[src/rtl/core/ccc_pkg.sv]
// Package for the circle-circle collision core.
// Shared field widths, pipeline constants and the result word type.
// No dependencies.
package ccc_pkg;

  localparam int unsigned CoordW        = 24;
  localparam int unsigned RadiusW       = 23;
  localparam int unsigned DiffW         = 25;
  localparam int unsigned SqW           = 50;
  localparam int unsigned RsumW         = 24;
  localparam int unsigned DepthW        = 24;
  localparam int unsigned NormW         = 16;
  localparam int unsigned RadW          = 64;
  localparam int unsigned RootW         = 32;
  localparam int unsigned SqrtStages    = 32;
  localparam int unsigned NormSat       = 32767;
  localparam int unsigned NormFracBitsDef = 14;

  typedef struct packed {
    logic                    hit;
    logic signed [NormW-1:0] normal_x;
    logic signed [NormW-1:0] normal_y;
    logic [DepthW-1:0]       depth;
  } res_t;

endpackage

[src/rtl/core/ccc_isqrt_pipe.sv]
// Pipelined integer square root, one result bit per stage.
// Carries a sideband word alongside; depends on ccc_pkg.
module ccc_isqrt_pipe #(
  parameter int unsigned SIDE_W = 1
) (
  input  logic                        clk_i,
  input  logic                        rst_ni,
  input  logic                        adv_i,
  input  logic                        valid_i,
  input  logic [ccc_pkg::RadW-1:0]    rad_i,
  input  logic [SIDE_W-1:0]           side_i,
  output logic                        valid_o,
  output logic [ccc_pkg::RootW-1:0]   root_o,
  output logic [SIDE_W-1:0]           side_o
);

  localparam int unsigned N = ccc_pkg::SqrtStages;
  localparam int unsigned W = ccc_pkg::RadW;

  logic          v_q    [N];
  logic [W-1:0]  rem_q  [N];
  logic [W-1:0]  root_q [N];
  logic [SIDE_W-1:0] side_q [N];

  for (genvar k = 0; k < N; k++) begin : g_stage
    localparam logic [W-1:0] Bit = W'(1) << (W - 2 - 2 * k);
    logic              v_in;
    logic [W-1:0]      rem_in, root_in, rem_d, root_d;
    logic [SIDE_W-1:0] side_in;
    logic [W:0]        trial;
    logic              take;

    if (k == 0) begin : g_first
      assign v_in    = valid_i;
      assign rem_in  = rad_i;
      assign root_in = '0;
      assign side_in = side_i;
    end else begin : g_next
      assign v_in    = v_q[k-1];
      assign rem_in  = rem_q[k-1];
      assign root_in = root_q[k-1];
      assign side_in = side_q[k-1];
    end

    assign trial  = {1'b0, root_in} + {1'b0, Bit};
    assign take   = {1'b0, rem_in} >= trial;
    assign rem_d  = take ? (rem_in - trial[W-1:0]) : rem_in;
    assign root_d = take ? ((root_in >> 1) + Bit) : (root_in >> 1);

    always_ff @(posedge clk_i or negedge rst_ni) begin
      if (!rst_ni) begin
        v_q[k] <= 1'b0;
      end else if (adv_i) begin
        v_q[k] <= v_in;
      end
    end

    always_ff @(posedge clk_i) begin
      if (adv_i) begin
        rem_q[k]  <= rem_d;
        root_q[k] <= root_d;
        side_q[k] <= side_in;
      end
    end
  end

  assign valid_o = v_q[N-1];
  assign root_o  = root_q[N-1][ccc_pkg::RootW-1:0];
  assign side_o  = side_q[N-1];

endmodule

[config.mk]
export PLATFORM = sky130hd
export DESIGN_NAME = ccc_isqrt_pipe
export DESIGN_NICKNAME = d
export VERILOG_FILES = /design/src/rtl/core/ccc_pkg.sv /design/src/rtl/core/ccc_isqrt_pipe.sv
export SDC_FILE = /design/constraint.sdc
export NUM_CORES = 2
export LEC_CHECK = 0
export BUFFER_PORTS_ARGS = -buffer_cell sky130_fd_sc_hd__buf_2
export CELL_PAD_IN_SITES_DETAIL_PLACEMENT = 1
export CELL_PAD_IN_SITES_GLOBAL_PLACEMENT = 1
export CORE_MARGIN = 5
export CORE_UTILIZATION = 50
export CTS_CLUSTER_SIZE = 25
export DETAILED_ROUTE_END_ITERATION = 12
export PLACE_DENSITY_LB_ADDON = 0.3
export SYNTH_ARGS = -nofsm -noshare
export SYNTH_HDL_FRONTEND = slang
export SYNTH_MEMORY_MAX_BITS = 65536
export SYNTH_SLANG_ARGS = --single-unit
[constraint.sdc]
create_clock -name clk_i -period 5.5 [get_ports clk_i]
set_clock_uncertainty 0.2 [all_clocks]
set_input_delay 0.55 -clock clk_i [delete_from_list [all_inputs] [get_ports clk_i]]
set_output_delay 0.55 -clock clk_i [all_outputs]
set_load 0.03 [all_outputs]
==> results.json <==
{
  "outcome": "finished clean",
  "cts.repair.resized": 0,
  "clock-sinks": 2576,
  "async_reset_ff_frac": 0.0124,
  "design_area_sq_um": 138000,
  "core_sq_um": 244000,
  "syn_nets": 10287,
  "nets": 10670,
  "start_kind": "flip-flop",
  "mostFrequentLayoutCells": "2544 x edfxtp_1, 682 x inv_1, 660 x nor2_1",
  "yosysWarnings": 0,
  "cts_buffers": 298,
  "fill_cells": 24173,
  "hold_violations": 0,
  "clk_latency_ns": 1.00,
  "crit_arrival_ns": 5.64,
  "grt-ovfl-total": 0,
  "io_buffers": 102,
  "period_share": 0.947,
  "syn_area_sq_um": 123000,
  "final_common_cell": "edfxtp_1",
  "num_io_pins": 103,
  "ant_nets": 0,
  "finalWorstSetupSlack_ns": 0.291,
  "cp_max_fo": 8,
  "tightest_slew_ns": 1.40,
  "rsz0062_at_grt": "no",
  "hpwlAfterDp_um": 274000,
  "leakagePower_nw": 51.9,
  "synthTopCellsByArea": "edfxtp_1 62%, ha_1 5.7%, xnor2_1 3.3%, xor2_1 2.9%, a21oi_1 2.6%",
  "detail_route.iter0.violations": 6528,
  "met2_usage": 0.545,
  "grt-busiest-layer": "met2",
  "htreeDepth": 5,
  "yosys.cell_types.count": 87,
  "r2r_setup_slack_ns": 0.29,
  "max-slew-margin-rel": 0.0612,
  "ys_ff_latch": 2576,
  "drc": 0,
  "hold_start": "rad_i[22]",
  "drive_gt1_frac": 0.0806,
  "grt_use_met3": 0.0386,
  "vias": 81790,
  "placed_area_sq_um": 128000,
  "synth_edf_count": 2544,
  "worstRegToRegCells": 11,
  "grt_max_degree": 156,
  "yosys.area.top_type_share": 0.623,
  "grt_util_met1": 0.294,
  "syn_to_final_growth_pct": 12.3,
  "cp_common_cell": "nor4_1",
  "irDropWorstVdd_v": 0.000368,
  "cp_top_family": "simple AND/OR/NAND/NOR gates",
  "critPathKind": "reg2reg",
  "initial_core_util": 0.503,
  "avgSynthCellArea_sq_um": 12.7,
  "dieArea_sq_um": 255000,
  "synth_area_leader_cell": "edfxtp_1",
  "setup_viol": 0,
  "wire_per_inst_um": 27.8,
  "worstReg2RegStart": "root_q[1][788]",
  "synth-main-ff-cell": "edfxtp_1",
  "wirelength_um": 375000,
  "viasPerCell": 6.07,
  "yosysSeqAreaShare": 0.630,
  "crit_slowest_cell": "nor4_1",
  "crit_path_cell_trace": "inv_1 > ha_1 > nand4_1 > nor4_1 > a21bo_2 > a31o_2 > a211o_1 > o21ai_1 > or3_1 > nor4_1 > xor2_1",
  "dp_slack_ns": 0.225,
  "rows": 181,
  "antenna_found_initial": 14,
  "worstSetupEndpointType": "flip-flop",
  "critPathMaxStageDelay_ns": 1.20,
  "crit_required_ns": 5.93,
  "die_h_um": 505,
  "clock_path_buffers": 4,
  "cts_root_buffer": "clkbuf_16",
  "grt_pass1_vias": 87368,
  "holdPathEnd": "rem_q[0][22]",
  "cts_hold_buf": 70,
  "cts.clk_slew.worst_paths_ns": 0.07,
  "synthCells": 9660,
  "postCtsSetupBuffers": 0,
  "fmax_mhz": 192,
  "grt_first_pass_wirelength_um": 556000,
  "gp_congestion": 0.932,
  "rr_endpoint": "rem_q[29][48]",
  "cp.depth": 11,
  "crit_buf_inv": 1,
  "grt_usage": 0.287,
  "maxCapViolCount": 0,
  "drv_slew": 0,
  "die_w_um": 505,
  "cellPowerDensity_nw_per_um2": 434,
  "hold_depth": 2,
  "dr.pass1.iters": 7,
  "fin_crit_ns": 5.21,
  "cts_tree": "yes",
  "fin_setup_tns_ns": 0,
  "hp-class": "in2reg"
}
cells in the mapped netlist (all sizes together), types with 24 or more instances:
| library cell | number |
|---|---|
| nand3b | 37 |
| nand4 | 149 |
| buf | 30 |
| edfxtp | 2544 |
| or3 | 115 |
| nor2 | 661 |
| o21a | 95 |
| a211oi | 45 |
| or2 | 32 |
| nor3b | 25 |
| a211o | 26 |
| nor3 | 290 |
| inv | 682 |
| nor2b | 82 |
| nand2 | 544 |
| dfrtp | 32 |
| nor4b | 48 |
| clkbuf | 167 |
| nor4 | 329 |
| o21ai | 404 |
| xnor2 | 459 |
| mux2 | 133 |
| a21oi | 648 |
| and3 | 48 |
| or4 | 78 |
| o211ai | 45 |
| nand4b | 24 |
| ha | 558 |
| o31ai | 57 |
| nand3 | 179 |
| nand2b | 103 |
| a21o | 218 |
| xor2 | 405 |
| a31oi | 37 |
| o21bai | 48 |
routing by layer:
layer,routed length [um],share of wire,vias to the layer above
met4,28400,0.076,8
li1,-,-,37037
met2,202000,0.54,2665
met5,44,0.00012,-
met1,128000,0.34,40937
met3,15800,0.042,1143
kinds of logic (layout without fill, tap and decap cells):
logic type,Yosys count,in the layout,synth area share
other cells,0,16,0
flops,2576,2576,0.630
mux,146,146,0.0133
buf+inv,879,1479,0.0271
simple gates,2820,2820,0.119
fa+ha+maj,558,558,0.0570
xor+xnor,864,864,0.0618
compound gates,1817,1817,0.0918
how the worst max path moves through the flow:
stage / from / slack [ns] / to
after floorplan: rem_q[25][35] / 1.63 / rem_q[26][59]
after global placement: root_q[1][788] / 0.34 / rem_q[29][56]
after detailed placement: root_q[1][788] / 0.22 / rem_q[29][48]
after CTS: root_q[1][788] / 0.21 / rem_q[29][48]
after global routing: root_q[1][788] / 0.22 / rem_q[29][56]
final: root_q[1][788] / 0.29 / rem_q[29][48]
power by group:
part	leakage [nW]	total [mW]	switching, mW	internal, mW
clock	4.59	19.6	8.17	11.4
sequential	24.9	27.3	2.40	24.9
combinational	22.4	12.8	7.89	4.94
registers in the layout (all words and copies together), names as in the netlist:
| signal | flops |
|---|---|
| rem_q | 1984 |
| valid_o | 1 |
| side_q | 32 |
| root_q | 528 |
| g_stage.v_in | 31 |
through the flow:
| step | hold WS, ns | instances | power, mW | utilization |
|---|---|---|---|---|
| global route | 0.0496 | 13475 | 62.2 | 0.565 |
| finish | 0.0772 | 13478 | 59.8 | 0.565 |
| global placement | 0.201 | 12875 | 39.5 | 0.523 |
| detailed placement | 0.205 | 12875 | 40.1 | 0.523 |
| CTS | 0.0184 | 13462 | 59.7 | 0.565 |
| floorplan | 0.0544 | 9660 | 34.9 | - |
cell type report:
| class | count | area (sq um) | area share |
|---|---|---|---|
| multi-input combinational | 6205 | 42100 | 0.306 |
| tap | 3202 | 4010 | 0.0291 |
| clock buffer | 347 | 7730 | 0.0561 |
| timing repair buffer | 280 | 2340 | 0.0170 |
| antenna | 16 | 40.0 | 0.000291 |
| inverter | 682 | 2560 | 0.0186 |
| sequential | 2576 | 77200 | 0.561 |
| clock inverter | 170 | 1660 | 0.0121 |
No activity file was read; power rests on OpenSTA's default activity.
